### src/rtl/core/smash_pkg.sv
// Shared constants, types and command codes for the simhash fingerprint accumulator.
`timescale 1ns / 1ps

package smash_pkg;

    // Digest and counter geometry.
    localparam int DIGEST_BYTES = 20;
    localparam int WORD_BITS    = 32;
    localparam int COUNTER_BITS = 8;
    localparam int WEIGHT_BITS  = 8;
    localparam int NUM_CTR      = DIGEST_BYTES * 8;
    localparam int NUM_WORDS    = (NUM_CTR + WORD_BITS - 1) / WORD_BITS;

    // Field and index widths.
    localparam int IDX_W  = 3;
    localparam int WCNT_W = (NUM_WORDS > 1) ? $clog2(NUM_WORDS) : 1;

    // Fingerprint queue between the cell row and the output port.
    localparam int FIFO_DEPTH = 2;
    localparam int PTR_W      = (FIFO_DEPTH > 1) ? $clog2(FIFO_DEPTH) : 1;
    localparam int CNT_W      = $clog2(FIFO_DEPTH + 1);

    typedef logic [WORD_BITS-1:0]                 t_word;
    typedef logic [COUNTER_BITS-1:0]              t_ctr;
    typedef logic [WEIGHT_BITS-1:0]               t_weight;
    typedef logic [NUM_WORDS-1:0][WORD_BITS-1:0]  t_fp;

    typedef enum logic {
        CMD_ADD  = 1'b0,
        CMD_EMIT = 1'b1
    } t_cmd;

    // One beat as it travels along the row of cells.
    typedef struct packed {
        logic             valid;
        t_cmd             cmd;
        logic [IDX_W-1:0] idx;
        t_word            word;
        t_weight          weight;
        t_fp              fp;
    } t_beat;

endpackage

### src/rtl/core/smash_out_stage.sv
// Fingerprint queue and word serialiser that drives the result channel.
`timescale 1ns / 1ps

module smash_out_stage (
    input  logic                          i_clk,
    input  logic                          i_rst_n,
    input  logic                          i_push,
    input  smash_pkg::t_fp                i_fp,
    input  logic                          i_stall,
    output logic                          o_valid,
    output smash_pkg::t_word              o_word,
    output logic [smash_pkg::IDX_W-1:0]   o_index,
    output logic                          o_last,
    output logic                          o_free
);

    smash_pkg::t_fp                  r_fp [smash_pkg::FIFO_DEPTH];
    logic [smash_pkg::PTR_W-1:0]     r_wr_ptr;
    logic [smash_pkg::PTR_W-1:0]     r_rd_ptr;
    logic [smash_pkg::CNT_W-1:0]     r_count;
    logic [smash_pkg::WCNT_W-1:0]    r_word_cnt;
    logic [smash_pkg::PTR_W-1:0]     n_wr_ptr;
    logic [smash_pkg::PTR_W-1:0]     n_rd_ptr;
    logic [smash_pkg::CNT_W-1:0]     n_count;
    logic [smash_pkg::WCNT_W-1:0]    n_word_cnt;
    logic                            w_pop;

    // Present the current word of the oldest fingerprint.
    always_comb begin
        o_valid = (r_count != '0);
        o_word  = r_fp[r_rd_ptr][r_word_cnt];
        o_index = smash_pkg::IDX_W'(r_word_cnt);
        o_last  = (r_word_cnt == smash_pkg::WCNT_W'(smash_pkg::NUM_WORDS - 1));
        w_pop   = o_valid && !i_stall;
        o_free  = w_pop && o_last;
    end

    // Pointer, occupancy and word counter bookkeeping.
    always_comb begin
        n_wr_ptr   = r_wr_ptr;
        n_rd_ptr   = r_rd_ptr;
        n_word_cnt = r_word_cnt;
        n_count    = r_count;
        if (i_push) begin
            n_wr_ptr = (r_wr_ptr == smash_pkg::PTR_W'(smash_pkg::FIFO_DEPTH - 1))
                       ? '0 : r_wr_ptr + 1'b1;
        end
        if (w_pop) begin
            if (o_last) begin
                n_word_cnt = '0;
                n_rd_ptr   = (r_rd_ptr == smash_pkg::PTR_W'(smash_pkg::FIFO_DEPTH - 1))
                             ? '0 : r_rd_ptr + 1'b1;
            end else begin
                n_word_cnt = r_word_cnt + 1'b1;
            end
        end
        if (i_push && !o_free) begin
            n_count = r_count + 1'b1;
        end else if (!i_push && o_free) begin
            n_count = r_count - 1'b1;
        end
    end

    // Fingerprint storage; the payload needs no reset.
    always_ff @(posedge i_clk) begin
        if (i_push) begin
            r_fp[r_wr_ptr] <= i_fp;
        end
    end

    always_ff @(posedge i_clk) begin
        if (!i_rst_n) begin
            r_wr_ptr   <= '0;
            r_rd_ptr   <= '0;
            r_count    <= '0;
            r_word_cnt <= '0;
        end else begin
            r_wr_ptr   <= n_wr_ptr;
            r_rd_ptr   <= n_rd_ptr;
            r_count    <= n_count;
            r_word_cnt <= n_word_cnt;
        end
    end

endmodule

### config.mk
export PLATFORM = sky130hd
export DESIGN_NAME = smash_out_stage
export DESIGN_NICKNAME = d
export VERILOG_FILES = /design/src/rtl/core/smash_pkg.sv /design/src/rtl/core/smash_out_stage.sv
export SDC_FILE = /design/constraint.sdc
export NUM_CORES = 1
export LEC_CHECK = 0
export BUFFER_PORTS_ARGS = -buffer_cell sky130_fd_sc_hd__buf_2
export CAP_MARGIN = 25
export CORE_MARGIN = 1.5
export CORE_UTILIZATION = 30
export CTS_CLUSTER_SIZE = 12
export DETAILED_ROUTE_END_ITERATION = 16
export PLACE_DENSITY_LB_ADDON = 0.2
export REMOVE_ABC_BUFFERS = 1
export SLEW_MARGIN = 20
export SYNTH_ARGS = -nofsm -noshare
export SYNTH_HDL_FRONTEND = slang
export SYNTH_SLANG_ARGS = --single-unit
### constraint.sdc
create_clock -name i_clk -period 12 [get_ports i_clk]
set_clock_uncertainty 0.2 [all_clocks]
set_input_delay 0.6 -clock i_clk [delete_from_list [all_inputs] [get_ports i_clk]]
set_output_delay 0.6 -clock i_clk [all_outputs]
set_load 0.1 [all_outputs]
Word-level counts from Yosys, hierarchy flattened. Memories as Yosys holds them, arrays and structs flattened. A register that Yosys moved wholly into a read port is not among the register bits. Index checks and enable logic that the tools add are counted.

Divide/modulo/power cells: 0. $mul: 0. Equality and inequality tests: 1. Magnitude comparators: 1. $add $sub $neg: 5. Reductions and logical operators: 10. Shifts and indexed selects: 0. Bitwise operators: 0. Mux-type cells: 11.

Operators by type and width (number): $bmux 32 s3 (1); $mux 32 (1); $mux 1 (6); $logic_and 1x1->1 (4); $lt 3x4->1 const B (1); $mux 2 (2); $reduce_bool 2->1 (2); $add 3x1->3 const B (1); $eq 3x3->1 const B (1); $logic_not 1->1 (3); $mux 3 (1); $add 1x1->1 const B (2); $add 2x1->2 const B (1); $reduce_and 2->1 (1); $sub 2x1->2 const B (1).

Output and inout port bits: 38. Bits in registers: 7. Bits in writable memories: 320. Word-level logic and storage cells: 33. Input port bits: 164. Bits in latches: 0. Memories kept: 1. Memory bits (read-only): 0.

Memories: r_fp (depth 2, width 160, rd ports 1, clocked after memory_dff 1, wr ports 1, RTL line smash_out_stage.sv:17) `smash_pkg::t_fp r_fp [smash_pkg::FIFO_DEPTH];`.

Longest topological paths before layout. Gate-level depths: netlist of the first run.

Depth in word-level cells: 6. Depth in mapped cells: 10. Gate-level depth less buffers: 8.

Worst setup path after synthesis of the first run. Ideal clock, no wire load.

Path kind: input port to flip-flop. Start: input i_push. End: memory r_fp[0][0] (netlist bit) (enable). Data arrival time: 7.515 ns. Setup time: 0.701 ns. Setup slack: 3.584 ns. Buffers on the path: 0. Stages on the path: 1. Data required time: 11.099 ns. Cells stage by stage: nor2b_1.

Longest elaborated chain between the ends: 2.

Ends and longest elaborated chain: from (decl) (RTL line smash_out_stage.sv:7) `input logic i_push,`; $mux 1 (RTL line smash_out_stage.sv:66) `if (i_push) begin`; $mux 1 (implied by the code) (RTL line smash_out_stage.sv:67) `r_fp[r_wr_ptr] <= i_fp;`; to (decl) (RTL line smash_out_stage.sv:17).

No other way between the ends.

==> results.cfg, run 1 <==
[hold_path]
worstHoldPathCells = 1
worst_hold_path_type = in2reg
hp-start = i_fp[111]
holdPathEnd = r_fp[1][111]

[placement]
dp_hpwl_um = 17100
port_buffers = 201
gp_congestion = 0.713
place_inst = 1373

[yosys]
yosys_warnings = 0
yosys-top-cells-area = edfxtp_1 (75%), mux2_2 (8.4%), mux4_2 (5.6%)
syn_area_mm2 = 0.0128
synth-seq-cells = 328
synth_common_cells = edfxtp_1 (320), mux2_2 (96), nor2_1 (36)
syn_area_per_cell_um2 = 19.5
syn_inst = 656
synth-edff-count = 320
ys_types = 31
synthFlopType = edfxtp_1
ys_async_sr_fraction = 0
yosysMostFrequentCell = edfxtp_1
yosysTopAreaCell = edfxtp_1
netlist.area_leader.share = 0.751
synth-seq-area-share = 0.764

[route]
first_iter_violations = 290
vias = 6710
wire_per_inst_um = 20.2
drt-total-wl_um = 29100
post-route-drc-count = 0
dr.pass1.iters = 4
final_antenna_net_count = 0
via_per_inst = 4.66

[floorplan]
num_io_pins = 202
die_h_um = 210
die_w_um = 210
fp.coreArea_mm2 = 0.0420
rows = 75
dieArea_mm2 = 0.0439
start_util = 0.304

[timing]
timing.final.crit_share = 0.329
timing.hold.ws_ps = 50.5
maxClockFrequency_ghz = 0.253
worstMarginPinSlew_ps = 1010
finalSetupViolCount = 0
timing.final.hold_violations = 0
slew_headroom = 0.326
period_needed_ps = 3950
setup_tns_ps = 0
slew_violations = 0
rsz0062_at_grt = no

[clocking]
numCtsBuffers = 39
ctsResizeCount = 0
clk_latency_ps = 530
cts_max_path_buffers = 3
cts-htree-levels = 2
cts_tree = done
clock-sinks = 328
clk_pin_slew_ps = 50
post-cts-setup-buffers = 0
hold_buffers = 0
clockRootBuffer = clkbuf_16

[setup_path]
reg2reg_to = r_count[1]
arrival_ps = 3150
reg2reg_depth = 8
rrSetupSlack_ps = 9140
timing.rr.start = o_index[0]
worstSetupStartpointType = flip-flop
critPathKind = reg2out
critPathMaxFanout = 58
end_kind = primary output
critPathRequiredTime_ps = 11200

[power]
power.density_mw_per_mm2 = 176
irDropWorstVdd_mv = 0.102
leakagePower_nw = 5.37

[final_layout]
multi_input_area_mm2 = 0.00283
fill_cells = 4010
fin_nets = 1042
layoutNonFillerInstCount = 1439
regArea_mm2 = 0.00978
area_growth_syn_to_layout_pct = 21.8
drive_gt1_frac = 0.469

[global_routing]
antenna_found_initial = 7
grt_max_degree = 161
grt_pass1_vias = 7228
grt_usage = 0.133
grt_pass1_wl_um = 43400
overflow = 0

[outcome]
outcome = finished clean

[run]
max_cap_viol_count = 0
flip-flops by register name (all words and copies together) (netlist names), named ones only:
register  flops
o_index       3
r_rd_ptr      1
r_wr_ptr      1
r_count       2
r_fp        320
per-layer routing:
metal,vias up,track usage,share of wire,wire length [um]
met1,3428,0.158,0.42,12100
met3,50,0.0397,0.056,1620
met2,150,0.230,0.50,14700
li1,3072,-,-,-
met5,-,0,0.0027,79
met4,10,0.0461,0.022,631
placed cells by master, fill, tap and decap left out, types with 5 or more instances in the layout:
| cell type | netlist | final |
|---|---|---|
| edfxtp_1 | 320 | 320 |
| clkbuf_16 | 0 | 41 |
| inv_1 | 5 | 5 |
| clkbuf_1 | 12 | 10 |
| buf_4 | 4 | 9 |
| buf_2 | 12 | 201 |
| clkinv_1 | 0 | 7 |
| mux4_2 | 32 | 32 |
| nand2_1 | 34 | 33 |
| mux2_2 | 96 | 96 |
| o31ai_2 | 21 | 21 |
| nor2_1 | 36 | 36 |
| o31ai_1 | 11 | 11 |
| o22ai_1 | 32 | 32 |
metrics by stage:
stage	setup WS (ps)	utilization	instance area (um2)	total power, mW
after floorplan	3580	-	12600	1.62
after global placement	8360	0.342	14400	1.69
after detailed placement	8490	0.343	14400	1.70
after CTS	7880	0.371	15600	2.79
after global routing	7790	0.371	15600	2.85
final	8050	0.371	15600	2.74
where the power goes:
part	leakage [nW]	switching (mW)	internal, mW
clock network	0.558	0.436	0.639
logic	1.74	0.231	0.0832
registers	3.07	0.0171	1.34
critical path, stage by stage (launching register included):
cell     delay [ps]
dfxtp_4         560
buf_4           790
mux4_2          380
nor2_1           50
o31ai_1         300
buf_2           480
cell families after synthesis:
group                      count (synthesis)  synth area share
adders and majority gates                  3           0.00293
muxes                                    129             0.142
AOI/OAI and AO/OA                         72            0.0460
and+or+nand+nor                           80            0.0262
buffers and inverters                     40            0.0170
xor gates and xnor gates                   4           0.00274
DFF                                      328             0.764
layout make-up:
type | instances | share of cell area
sequential | 328 | 0.627
tap | 539 | 0.0433
clock inverter | 13 | 0.00538
multi-input combinational | 288 | 0.181
timing repair buffer | 213 | 0.0729
inverter | 5 | 0.00120
antenna | 2 | 0.000321
clock buffer | 51 | 0.0682
worst max path at each step:
| stage | cells after the start | start | end |
|---|---|---|---|
| after floorplan | 1 | i_push | r_fp[0][0] |
| after global placement | 6 | o_index[1] | o_word[6] |
| after detailed placement | 5 | flip-flop | o_word[5] |
| after CTS | 5 | flip-flop | o_word[5] |
| after global routing | 5 | flip-flop | o_word[5] |
| final | 5 | flip-flop | o_word[5] |
(Power assumes the default switching activity.)
==> inputs of run 2 (changes only) <==
==> constraint.sdc (replaced) <==
create_clock -name i_clk -period 3.7 [get_ports i_clk]
set_clock_uncertainty 0.2 [all_clocks]
set_input_delay 0.185 -clock i_clk [delete_from_list [all_inputs] [get_ports i_clk]]
set_output_delay 0.185 -clock i_clk [all_outputs]
set_load 0.1 [all_outputs]
==> run 2 against run 1 <==
Critical path type unchanged. Flip-flop and latch count unchanged. Critical endpoint is now o_word[7]. Register-to-register slack got worse by 7800 ps. Design area increased by 12%. Utilization increased by 4.3 points. Clock power increased to 3.3 times the previous value. Largest cell class unchanged. Clock-buffer cell count unchanged. Largest power group unchanged.
==> results.cfg, run 2 (synthesized netlist as in run 1, its figures left out) <==
[clocking]
numCtsBuffers = 38
clockRootBuffer = clkbuf_16
ctsResizeCount = 0
clk_pin_slew_ps = 60
cts_max_path_buffers = 3
cts-htree-levels = 2
post-cts-setup-buffers = 0
hold_buffers = 163
cts_tree = done
clk_latency_ps = 540
clock-sinks = 328

[setup_path]
critPathRequiredTime_ps = 3310
slowest_delay_ps = 480
path_cells = buf_4 -> nor3b_4 -> buf_4 -> nand2_1 -> o31ai_1 -> buf_2
critPathMaxFanout = 23
slowest_stage = buf_2
worstSetupStartpointType = flip-flop
arrival_ps = 2680
end_kind = primary output
cp_common_cell = buf_4
critPathKind = reg2out

[power]
swShare = 0.249
seqPwrFrac = 0.478
p_sw_mw = 2.28
pwr-share-clk = 0.390
irDropWorstVdd_mv = 0.299
fin_total_pwr_mw = 9.17
p_int_mw = 6.89
power.density_mw_per_mm2 = 527
power_frac_comb = 0.131
leakagePower_nw = 6.13

[global_routing]
antenna_found_initial = 0
grt_usage = 0.142
overflow = 0
grt_pass1_vias = 8052
grt_pass1_wl_um = 46700
grt_max_degree = 72

[route]
drt-total-wl_um = 30700
dr.pass1.iters = 4
post-route-drc-count = 0
final_antenna_net_count = 0
vias = 7265
via_per_inst = 4.50
wire_per_inst_um = 19.0
first_iter_violations = 331

[placement]
port_buffers = 201
placed_cell_area_mm2 = 0.0146
dp_hpwl_um = 18800
place_inst = 1385
gp_congestion = 0.724

[run]
max_cap_viol_count = 0

[final_layout]
multi_input_area_mm2 = 0.00283
fill_cells = 3833
fin_nets = 1216
regArea_mm2 = 0.00978
regMostFlops = r_fp
drive_gt1_frac = 0.405
layout_commonest_cell = edfxtp_1
layoutNonFillerInstCount = 1616
design_area_mm2 = 0.0174
final_cell_mix = edfxtp_1 (320), buf_2 (199), dlygate4sd3_1 (163)
final_util = 0.414
largest_reg_flops = 320
area_growth_syn_to_layout_pct = 36.0
n_antenna_cell = 0

[timing]
timing.final.hold_violations = 0
slew_headroom = 0.467
rsz0062_at_grt = no
finalSetupViolCount = 0
timing.hold.ws_ps = 78.3
timing.final.crit_share = 0.829
maxClockFrequency_ghz = 0.326
period_needed_ps = 3070
slew_violations = 0
worstMarginPinSlew_ps = 799

[floorplan]
num_io_pins = 202
die_h_um = 210
fp.coreArea_mm2 = 0.0420
start_util = 0.304
dieArea_mm2 = 0.0439
die_w_um = 210
rows = 75

[hold_path]
worst_hold_path_type = in2reg

[outcome]
outcome = finished clean
==> run 2: cell count changes in the layout (fill, tap and decap cells not counted), sizes merged <==
cell,delta
dlygate4sd3,+163
buf,+12
bufinv,+2
diode,-2
clkinvlp,+1
inv,+1
==> run 2: layer usage <==
| metal | share of wire | up-vias | track usage |
|---|---|---|---|
| met5 | 0 | - | 0 |
| met4 | 0.023 | 0 | 0.0469 |
| met3 | 0.044 | 47 | 0.0304 |
| met2 | 0.49 | 151 | 0.245 |
| met1 | 0.44 | 3643 | 0.178 |
| li1 | - | 3424 | - |
==> run 2: final timing paths <==
check / slack [ps] / endpoint / cells past startpoint / startpoint
max: 630 / o_word[7] / 6 / o_index[0]
min: 80 / o_index[0] / 4 / i_stall
min reg2reg: 310 / r_count[1] / 2 / r_count[1]
max reg2reg: 1380 / r_count[1] / 7 / o_index[0]
==> run 2: worst max-delay path, delay by kind of cell (launching register included) <==
| kind | cells | cell delay, ps |
|---|---|---|
| buffers and inverters | 3 | 1180 |
| DFF | 1 | 450 |
| and+or+nand+nor | 2 | 360 |
| AOI/OAI and AO/OA | 1 | 120 |
==> run 2: power groups by stage <==
stage / clock network [mW] / logic, mW / registers [mW]
floorplan: 0 / 0.727 / 4.52
global placement: 0 / 1.08 / 4.46
detailed placement: 0 / 1.08 / 4.46
CTS: 3.71 / 1.22 / 4.39
global route: 3.83 / 1.28 / 4.40
finish: 3.58 / 1.20 / 4.38
==> run 2: final cells by class <==
type / instances / share of cell area
timing repair buffer: 388 / 0.168
clock buffer: 51 / 0.0587
clock inverter: 17 / 0.00928
sequential: 328 / 0.562
multi-input combinational: 288 / 0.162
tap: 539 / 0.0388
inverter: 5 / 0.00108
==> run 2: metrics by stage <==
step                TNS (ps)  setup WS (ps)
CTS                        0            526
floorplan            -988870          -4590
finish                     0            634
global route               0            470
detailed placement         0           1130
global placement           0           1140
