**src/rtl/core/smash_pkg.sv**
```systemverilog
// Shared constants, types and command codes for the simhash fingerprint accumulator.
`timescale 1ns / 1ps

package smash_pkg;

    // Digest and counter geometry.
    localparam int DIGEST_BYTES = 20;
    localparam int WORD_BITS    = 32;
    localparam int COUNTER_BITS = 8;
    localparam int WEIGHT_BITS  = 8;
    localparam int NUM_CTR      = DIGEST_BYTES * 8;
    localparam int NUM_WORDS    = (NUM_CTR + WORD_BITS - 1) / WORD_BITS;

    // Field and index widths.
    localparam int IDX_W  = 3;
    localparam int WCNT_W = (NUM_WORDS > 1) ? $clog2(NUM_WORDS) : 1;

    // Fingerprint queue between the cell row and the output port.
    localparam int FIFO_DEPTH = 2;
    localparam int PTR_W      = (FIFO_DEPTH > 1) ? $clog2(FIFO_DEPTH) : 1;
    localparam int CNT_W      = $clog2(FIFO_DEPTH + 1);

    typedef logic [WORD_BITS-1:0]                 t_word;
    typedef logic [COUNTER_BITS-1:0]              t_ctr;
    typedef logic [WEIGHT_BITS-1:0]               t_weight;
    typedef logic [NUM_WORDS-1:0][WORD_BITS-1:0]  t_fp;

    typedef enum logic {
        CMD_ADD  = 1'b0,
        CMD_EMIT = 1'b1
    } t_cmd;

    // One beat as it travels along the row of cells.
    typedef struct packed {
        logic             valid;
        t_cmd             cmd;
        logic [IDX_W-1:0] idx;
        t_word            word;
        t_weight          weight;
        t_fp              fp;
    } t_beat;

endpackage

```
**src/rtl/core/smash_cell.sv**
```systemverilog
// One cell of the counter row: holds the counters of one digest word.
`timescale 1ns / 1ps

module smash_cell (
    input  logic                          i_clk,
    input  logic                          i_rst_n,
    input  logic [smash_pkg::IDX_W-1:0]   i_cell_idx,
    input  smash_pkg::t_beat              i_beat,
    output smash_pkg::t_beat              o_beat
);

    smash_pkg::t_ctr  r_ctr [smash_pkg::WORD_BITS];
    smash_pkg::t_ctr  n_ctr [smash_pkg::WORD_BITS];
    smash_pkg::t_beat r_beat;
    smash_pkg::t_beat n_beat;
    smash_pkg::t_word w_pos;
    smash_pkg::t_ctr  w_weight;
    logic             w_hit;
    logic             w_emit;

    // Decode the beat: an add for this word, or an emit that reads and clears.
    always_comb begin
        w_hit    = i_beat.valid && (i_beat.cmd == smash_pkg::CMD_ADD)
                   && (i_beat.idx == i_cell_idx);
        w_emit   = i_beat.valid && (i_beat.cmd == smash_pkg::CMD_EMIT);
        w_weight = smash_pkg::t_ctr'(i_beat.weight);
    end

    // Counter update and positivity test; the first digest bit is the word's MSB.
    always_comb begin
        for (int j = 0; j < smash_pkg::WORD_BITS; j++) begin
            logic in_range;
            logic dbit;
            in_range = ((int'(i_cell_idx) * smash_pkg::WORD_BITS + j) < smash_pkg::NUM_CTR);
            dbit     = i_beat.word[smash_pkg::WORD_BITS-1-j];
            w_pos[smash_pkg::WORD_BITS-1-j] = in_range && (r_ctr[j] != '0)
                                             && !r_ctr[j][smash_pkg::COUNTER_BITS-1];
            if (w_emit) begin
                n_ctr[j] = '0;
            end else if (w_hit && in_range) begin
                n_ctr[j] = dbit ? (r_ctr[j] + w_weight) : (r_ctr[j] - w_weight);
            end else begin
                n_ctr[j] = r_ctr[j];
            end
        end
    end

    // Pass the beat on, filling in this cell's fingerprint word on an emit.
    always_comb begin
        n_beat = i_beat;
        if (w_emit) begin
            n_beat.fp[i_cell_idx] = w_pos;
        end
    end

    always_ff @(posedge i_clk) begin
        if (!i_rst_n) begin
            for (int j = 0; j < smash_pkg::WORD_BITS; j++) begin
                r_ctr[j] <= '0;
            end
            r_beat.valid <= 1'b0;
        end else begin
            r_ctr  <= n_ctr;
            r_beat <= n_beat;
        end
    end

    assign o_beat = r_beat;

endmodule

```
**config.mk**
```make
export PLATFORM = sky130hd
export DESIGN_NAME = smash_cell
export DESIGN_NICKNAME = d
export VERILOG_FILES = /design/src/rtl/core/smash_pkg.sv /design/src/rtl/core/smash_cell.sv
export SDC_FILE = /design/constraint.sdc
export NUM_CORES = 1
export LEC_CHECK = 0
export BUFFER_PORTS_ARGS = -buffer_cell sky130_fd_sc_hd__buf_2
export CORE_AREA = 2 2 211 254
export CTS_CLUSTER_SIZE = 25
export DETAILED_ROUTE_END_ITERATION = 10
export DIE_AREA = 0 0 213 256
export PLACE_DENSITY = 0.78
export SLEW_MARGIN = 25
export SYNTH_ARGS = -nofsm -noshare
export SYNTH_HDL_FRONTEND = slang
export SYNTH_SLANG_ARGS = --single-unit
```
**constraint.sdc**
```tcl
create_clock -name i_clk -period 4.5 [get_ports i_clk]
set_input_delay 0.45 -clock i_clk [delete_from_list [all_inputs] [get_ports i_clk]]
set_output_delay 0.45 -clock i_clk [all_outputs]
set_load 0.1 [all_outputs]
```
* Yosys cells after proc, flatten, opt, wreduce, memory -nomap -nowiden *
Cells that the tools add are included.

word-level totals
  register bits after elaboration = 461
  logic and storage cells = 375

operators by class
  equal/unequal tests = 1
  order comparisons = 34
  reduce and logical (&&, ||, !) cells = 165
  bitwise operators = 2
  $add $sub $neg = 95
  multiplexer cells = 36

operator list
  cell                   number
  $lt A9 B8 Y1 const B   31
  $add A8 B8 Y8          32
  $mux W8                32
  $reduce_bool A8 Y1     32
  $sub A8 B8 Y8          32
  $bwmux W160            1
  $mux W160              1
  $add A8 B5 Y9 const B  16
  $logic_and A1 B1 Y1    100
  $demux W32 S3          1
  $add A8 B4 Y9 const B  8
  $add A8 B3 Y9 const B  4
  $logic_not A1 Y1       32
  $mux W32               1
  $add A8 B2 Y9 const B  2
  $add A8 B1 Y9 const B  1
  $lt A8 B8 Y1 const B   1
  $lt A3 B4 Y1 const B   1
  $eq A3 B3 Y1           1
  $ge A3 B1 Y1 const B   1
  $not A1 Y1             2
  $reduce_or A2 Y1       1

* Depth between registers and ports, before layout *
Gate-level depths: netlist (run 1).

  depth in word-level cells = 6
  mapped depth = 16

* Least setup slack after synthesis (run 1) *
Ideal clock, no wire load.

  path type = input to register
  from = input i_beat[161] (netlist name)
  to = register r_ctr[151] (netlist name)
  slack = 0.755 ns
  buffers on the path = 3
  data required time = 4.430 ns
  arrival time = 3.675 ns
  setup time = 0.070 ns
  cell stages on the path = 16
  cell sequence = clkbuf_1 > inv_1 > ha_1 > clkbuf_1 > nor3b_1 > nor3b_1 > clkbuf_1 > nor2_1 > xor2_1 > ha_1 > a21o_1 > a31o_2 > a21oi_1 > xnor2_1 > or3_1 > a21oi_1

between the ends
  longest elaborated chain between the ends = 2
  elaborated cells on any way between the ends = 3
  classes of those cells = add/sub: 2; mux: 1

RTL lines
  what                                                   line              text
  start: declaration                                     smash_cell.sv:8   input smash_pkg::t_beat i_beat,
  $sub A8 B8 Y8 / $add A8 B8 Y8 (equally long branches)  smash_cell.sv:41  n_ctr[j] = dbit ? (r_ctr[j] + w_weight) : (r_ctr[j] - w_weight);
  $mux W8 (*)                                            smash_cell.sv:41
  end signal: assignment                                 smash_cell.sv:63  r_ctr <= n_ctr;
  end: declaration                                       smash_cell.sv:12  smash_pkg::t_ctr r_ctr [smash_pkg::WORD_BITS];

Mark *: on every way between the ends. The rest lies on a longest branch, timed or not.
A chain may end at the register's enable or synchronous reset.

* Worst setup path after layout (run 1) *
  from = input i_beat[161] (netlist name)
  to = register r_ctr[190] (netlist name)

Same word-level chain as after synthesis.

==> results.sh, run 1 <==
export IMPL_ys_ff_latch=461
export IMPL_yosysUniqueCellTypes=44
export IMPL_cts_max_level=2
export IMPL_worstPathRequired_ns=5.00
export IMPL_ys_seq_area_frac=0.397
export IMPL_layout_drive_gt1_share=0.195
export IMPL_maxCapViolations=0
export IMPL_peakVddDrop_mv=0.263
export IMPL_drv_slew=0
export IMPL_hp_start="i_beat[201]"
export IMPL_synth_top_area_cell="edfxtp_1"
export IMPL_cp_num_buf_inv=3
export IMPL_port_buffers=414
export IMPL_rows=92
export IMPL_dpl_hpwl_um=57400
export IMPL_drt_iter0_drc=2267
export IMPL_slew_headroom=0.190
export IMPL_die_y_um=256
export IMPL_reg2reg_to="o_beat[85]"
export IMPL_max_freq_mhz=317
export IMPL_period_needed_ns=3.15
export IMPL_gp_congestion=0.935
export IMPL_chipWidth_um=213
export IMPL_clock_sinks=461
export IMPL_numCtsBuffers=48
export IMPL_avgViaCountPerCell=5.85
export IMPL_cts_path_max_buffers=3
export IMPL_grt_usage=0.309
export IMPL_syn_nets=3548
export IMPL_root_buffer="clkbuf_16"
export IMPL_design_core_area_mm2=0.0521
export IMPL_post_cts_resized=0
export IMPL_synth_xor_area_share=0.118
export IMPL_wl_per_cell_um=20.6
export IMPL_cp_max_fo=32
export IMPL_syn_inst=3076
export IMPL_firstDrtPassIters=8
export IMPL_fin_setup_tns_ns=0
export IMPL_crit_arrival_ns=3.66
export IMPL_synth_compound_area_frac=0.156
export IMPL_synth_edff_count=204
export IMPL_post_cts_buffers=0
export IMPL_fin_nets=3887
export IMPL_grt_start_max_net_pins=135
export IMPL_cellPowerDensity_mw_per_mm2=344
export IMPL_whs_path_depth=1
export IMPL_synthFlopType="dfxtp_1"
export IMPL_critPathTopFamily="adder cells"
export IMPL_final_hold_violation_count=0
export IMPL_critPathKind="input pin to flop"
export IMPL_rsz0062_at_grt="false"
export IMPL_yosysMostFrequentCell="nand2_1"
export IMPL_finalCritPeriodShare=0.701
export IMPL_yosys_top_cells_area="edfxtp_1 (22%), dfxtp_1 (18%), ha_1 (10%), xor2_1 (6.9%), a21oi_1 (6.7%)"
export IMPL_antenna_found_initial=14
export IMPL_globalRouteOverflowTotal=0
export IMPL_synth_top_area_frac=0.216
export IMPL_slowest_delay_ns=0.96
export IMPL_cp_start_kind="input pin"
export IMPL_avgSynthCellArea_um2=9.23
export IMPL_synthesis_area_mm2=0.0284
export IMPL_synth_top_family_by_area="compound AO/OA/AOI/OAI gates"
export IMPL_grt_pass1_wl_um=131000
export IMPL_dr_total_vias=24400
export IMPL_clk_pin_slew_ns=0.06
export IMPL_drc=0
export IMPL_async_flop_share=0
export IMPL_drtAntennaViolNets=0
export IMPL_crit_chain="buf_2, inv_1, ha_2, mux2_2, inv_1, fa_1, nand3b_1, a21boi_0, o21a_1, nor3_1, nand3b_1, a21oi_1"
export IMPL_reg2reg_depth=4
export IMPL_floorplan_initialDensity=0.544
export IMPL_holdPathEnd="o_beat[201]"
export IMPL_status="finished clean"
export IMPL_clock_latency_ns=0.60
export IMPL_synth_fa_ha_area_frac=0.124
export IMPL_tritoncts="done"
export IMPL_setup_viol=0
export IMPL_synth_mux_area_frac=0.0365
export IMPL_cpMaxStageDelayCell="ha_2"
export IMPL_hp_class="input pin to flop"
export IMPL_yosys_warnings=0
export IMPL_dieArea_mm2=0.0545
export IMPL_post_place_ws_ns=0.816
export IMPL_reg2reg_slack_ns=1.83
export IMPL_grt_pass1_vias=23300
export IMPL_power_mw=11.2
export IMPL_p_leak_nw=14.2
export IMPL_timing_rr_start="r_ctr[169]"
export IMPL_syn_to_final_growth_pct=15.2
export IMPL_totalWireLength_um=85900
export IMPL_cp_end_kind="flop"
export IMPL_ctsHoldBuffers=0
export IMPL_tightestPinTransition_ns=1.20
export IMPL_synthSimpleGateAreaFrac=0.138
export IMPL_fin_worst_skew_ns=0.00911
export IMPL_ys_top_cells_by_count="nand2_1 (483), a21oi_1 (379), dfxtp_1 (257), ha_1 (230), xor2_1 (223)"
export IMPL_ios=415
export IMPL_fin_ws_ns=1.35
cell families (layout without fill, tap and decap cells):
group                      Yosys count  count (layout)
and+or+nand+nor                    899             899
AOI/OAI and AO/OA                  773             773
DFF                                461             461
xor gates and xnor gates           381             381
adders and majority gates          262             262
buffers and inverters              208             586
muxes                               92              92
other                                0              13
layer usage:
| metal | wire [um] | track usage | part of all wire | vias up |
|---|---|---|---|---|
| li1 | - | - | - | 11500 |
| met1 | 34200 | 0.390 | 0.40 | 11600 |
| met2 | 39400 | 0.494 | 0.46 | 1046 |
| met3 | 7920 | 0.0644 | 0.092 | 214 |
| met4 | 4260 | 0.165 | 0.050 | 2 |
| met5 | 11 | 0 | 0.00013 | - |
final cells by class:
class | count | area (um2)
inverters | 38 | 143
diodes | 13 | 32.5
flip-flops and latches | 461 | 11300
well taps | 705 | 882
multi-input cells | 2407 | 16300
clock buffers | 59 | 1290
fillers | 4391 | 19400
repair buffers | 459 | 2500
clock inverters | 30 | 244
where the power goes:
part	switching, mW	leakage, nW	total, mW	internal (mW)
sequential	0.0519	4.07	4.60	4.55
clock	1.76	0.735	3.99	2.23
combinational	1.99	9.35	2.65	0.659
registers in the layout (all words and copies together) (netlist names):
register	cells
o_beat	205
r_ctr	256
worst max path at each step:
stage	startpoint	endpoint	slack [ns]	cells after the start
after floorplan	i_beat[161]	r_ctr[151]	0.75	16
after detailed placement	i_beat[161]	r_ctr[190]	0.82	12
after global routing	i_beat[161]	r_ctr[247]	1.23	15
final	i_beat[161]	r_ctr[190]	1.35	12
after global placement	i_beat[161]	r_ctr[190]	0.87	12
after CTS	i_beat[161]	r_ctr[190]	1.40	12
cells in the final DEF (no fill, tap or decap), types with 32 or more instances in the layout:
| master | Yosys | layout |
|---|---|---|
| a31oi_1 | 32 | 32 |
| mux2_2 | 92 | 92 |
| o21ai_0 | 164 | 163 |
| edfxtp_1 | 204 | 204 |
| clkbuf_16 | 0 | 50 |
| a21o_1 | 92 | 92 |
| ha_1 | 230 | 229 |
| nor2_1 | 197 | 197 |
| xnor2_1 | 158 | 158 |
| dfxtp_1 | 257 | 257 |
| a211oi_1 | 39 | 37 |
| or3_1 | 34 | 34 |
| xor2_1 | 223 | 223 |
| nor3_1 | 35 | 34 |
| inv_1 | 38 | 38 |
| nand2_1 | 483 | 481 |
| buf_4 | 0 | 40 |
| a21oi_1 | 379 | 379 |
| fa_1 | 32 | 32 |
| buf_2 | 37 | 412 |
| nor4_1 | 32 | 32 |
| nand3_1 | 65 | 64 |
through the flow:
step / instance area (um2) / utilization / hold WS (ns) / instances
after floorplan: 28400 / - / 0.449 / 3076
after global placement: 31100 / 0.597 / 0.462 / 4070
after detailed placement: 31100 / 0.597 / 0.468 / 4070
after CTS: 32700 / 0.626 / 0.0363 / 4159
after global routing: 32700 / 0.627 / 0.0581 / 4168
final: 32700 / 0.627 / 0.0640 / 4172
No activity file was read; power rests on OpenSTA's default activity.
==> inputs of run 2 (changes only) <==
Settings changed: ABC_AREA set to 1, CORE_AREA 2 2 211 254 to 2 2 218 262, DIE_AREA 0 0 213 256 to 0 0 220 264.
Clock period 4.5 ns to 2.9 ns, I/O delays scaled along.
==> results.sh, run 2 <==
export IMPL_num_fill_cells=4637
export IMPL_tightestPinTransition_ns=0.976
export IMPL_yosys_top_cells_area="edfxtp_1 (21%), dfxtp_1 (18%), nand2_1 (15%), ha_1 (9.9%), o21ai_0 (7.2%)"
export IMPL_die_y_um=264
export IMPL_async_flop_share=0
export IMPL_cp_max_fo=67
export IMPL_cts_path_max_buffers=3
export IMPL_post_cts_resized=0
export IMPL_p_seq_frac=0.395
export IMPL_max_freq_mhz=435
export IMPL_drtAntennaViolNets=0
export IMPL_hp_class="input pin to flop"
export IMPL_ios=415
export IMPL_ys_ff_latch=461
export IMPL_grt_pass1_vias=26800
export IMPL_p_leak_nw=16.5
export IMPL_drc=0
export IMPL_rows=95
export IMPL_busiest_layer="met2"
export IMPL_design_core_area_mm2=0.0556
export IMPL_period_needed_ns=2.30
export IMPL_grt_usage=0.319
export IMPL_worstPathRequired_ns=3.42
export IMPL_yosysUniqueCellTypes=29
export IMPL_clock_latency_ns=0.62
export IMPL_hp_start="i_beat[149]"
export IMPL_floorplan_initialDensity=0.524
export IMPL_largest_reg_flops=256
export IMPL_wl_per_cell_um=18.6
export IMPL_use_met2=0.500
export IMPL_slew_headroom=0.341
export IMPL_fin_setup_tns_ns=0
export IMPL_yosysMostFrequentCell="nand2_1"
export IMPL_rsz0062_at_grt="false"
export IMPL_drt_iter0_drc=2801
export IMPL_syn_to_final_growth_pct=20.8
export IMPL_numCtsBuffers=50
export IMPL_critPathKind="input pin to flop"
export IMPL_finalCritPeriodShare=0.793
export IMPL_layout_drive_gt1_share=0.144
export IMPL_dpl_hpwl_um=62600
export IMPL_chipWidth_um=220
export IMPL_synth_edff_count=204
export IMPL_p_switching_mw=6.00
export IMPL_fin_area_mm2=0.0352
export IMPL_post_cts_buffers=0
export IMPL_drv_slew=0
export IMPL_globalRouteOverflowTotal=0
export IMPL_antenna_found_initial=8
export IMPL_dr_total_vias=28700
export IMPL_root_buffer="clkbuf_16"
export IMPL_ys_top_cells_by_count="nand2_1 (1,129), o21ai_0 (420), a21oi_1 (333), inv_1 (333), dfxtp_1 (257)"
export IMPL_tritoncts="done"
export IMPL_cp_end_kind="flop"
export IMPL_met3_usage=0.0705
export IMPL_grt_start_max_net_pins=134
export IMPL_synthesis_area_mm2=0.0291
export IMPL_avgSynthCellArea_um2=7.55
export IMPL_fin_worst_skew_ns=0.0418
export IMPL_ys_seq_area_frac=0.387
export IMPL_synth_top_area_frac=0.210
export IMPL_status="finished clean"
export IMPL_avgViaCountPerCell=5.62
export IMPL_clock_sinks=461
export IMPL_layout_common_cells="nand2_1 (1,128), o21ai_0 (420), buf_2 (413), a21oi_1 (333), inv_1 (332)"
export IMPL_timing_rr_start="r_ctr[137]"
export IMPL_grtUsageMet1=0.403
export IMPL_maxCapViolations=0
export IMPL_synthFlopType="dfxtp_1"
export IMPL_syn_inst=3861
export IMPL_gp_congestion=0.979
export IMPL_cts_max_level=2
export IMPL_setup_viol=0
export IMPL_power_frac_comb=0.230
export IMPL_critical_path_startpoint="i_beat[204]"
export IMPL_dp_cells=4888
export IMPL_peakVddDrop_mv=0.508
export IMPL_grt_pass1_wl_um=145000
export IMPL_place_area_mm2=0.0322
export IMPL_ctsHoldBuffers=124
export IMPL_synth_top_area_cell="edfxtp_1"
export IMPL_p_int_mw=12.1
export IMPL_mostFrequentLayoutCell="nand2_1"
export IMPL_dieArea_mm2=0.0581
export IMPL_firstDrtPassIters=8
export IMPL_switching_share=0.331
export IMPL_crit_arrival_ns=2.82
export IMPL_pwr_share_clk=0.376
export IMPL_fin_nets=4809
export IMPL_cellPowerDensity_mw_per_mm2=514
export IMPL_final_cells=5107
export IMPL_postLayoutCoreUtil=0.633
export IMPL_port_buffers=414
export IMPL_syn_nets=4333
export IMPL_totalWireLength_um=95200
export IMPL_cp_start_kind="input pin"
export IMPL_final_hold_violation_count=0
export IMPL_top_register="r_ctr"
export IMPL_clk_pin_slew_ns=0.07
export IMPL_yosys_warnings=0
## run 2: layout make-up
cell class,instances,area (um2),share of cell area
antenna,2,5.00,0.000142
clock buffer,66,1400,0.0399
clock inverter,27,320,0.00910
inverter,339,1280,0.0365
multi-input combinational,2862,15900,0.450
sequential,461,11300,0.320
tap,727,910,0.0258
timing repair buffer,623,4170,0.118
## run 2: critical path, stage by stage
cell           delay (ns)
dlygate4sd3_1        0.56
buf_2                0.14
inv_1                0.04
nor2_1               0.10
nand2_1              0.08
nor3_2               0.36
nand2_8              0.17
inv_8                0.33
buf_12               0.31
nand3_1              0.12
nand2_1              0.08
inv_1                0.04
nor2_1               0.10
## run 2: cell families after synthesis
group / Yosys count / synth area share
and+or+nand+nor: 1578 / 0.220
AOI/OAI and AO/OA: 866 / 0.152
buffers and inverters: 538 / 0.0732
DFF: 461 / 0.387
adders and majority gates: 262 / 0.121
xor gates and xnor gates: 156 / 0.0469
## run 2: per-stage QoR
stage / hold slack (ns) / setup slack (ns) / power, mW
3_3_place_gp: 0.458 / 0.113 / 11.2
5_1_grt: 0.00739 / 0.391 / 18.7
4_1_cts: 0.000359 / 0.659 / 18.1
2_1_floorplan: 0.383 / 0.356 / 10.1
6_report: 0.0181 / 0.599 / 18.1
3_5_place_dp: 0.466 / 0.0428 / 11.2
## run 2: final timing paths
kind                               endpoint  slack [ns]  cells past startpoint
worst max register to register   o_beat[49]        0.81                      5
worst min register to register   r_ctr[224]        0.47                      2
worst max-delay path             r_ctr[199]        0.60                     13
worst min-delay path            o_beat[149]        0.02                      3
## run 2: routing by layer
| layer | wire, um | share of wire |
|---|---|---|
| met1 | 37100 | 0.39 |
| met2 | 41700 | 0.44 |
| met3 | 10200 | 0.11 |
| met4 | 6160 | 0.065 |
| met5 | 39 | 0.00041 |
## run 2: power by group through the flow
stage / Combinational (mW) / Sequential, mW / Clock [mW]
final: 4.15 / 7.15 / 6.80
after floorplan: 1.52 / 8.59 / 0
after CTS: 4.08 / 7.14 / 6.88
after global placement: 3.89 / 7.27 / 0
after global routing: 4.43 / 7.17 / 7.10
after detailed placement: 3.93 / 7.28 / 0
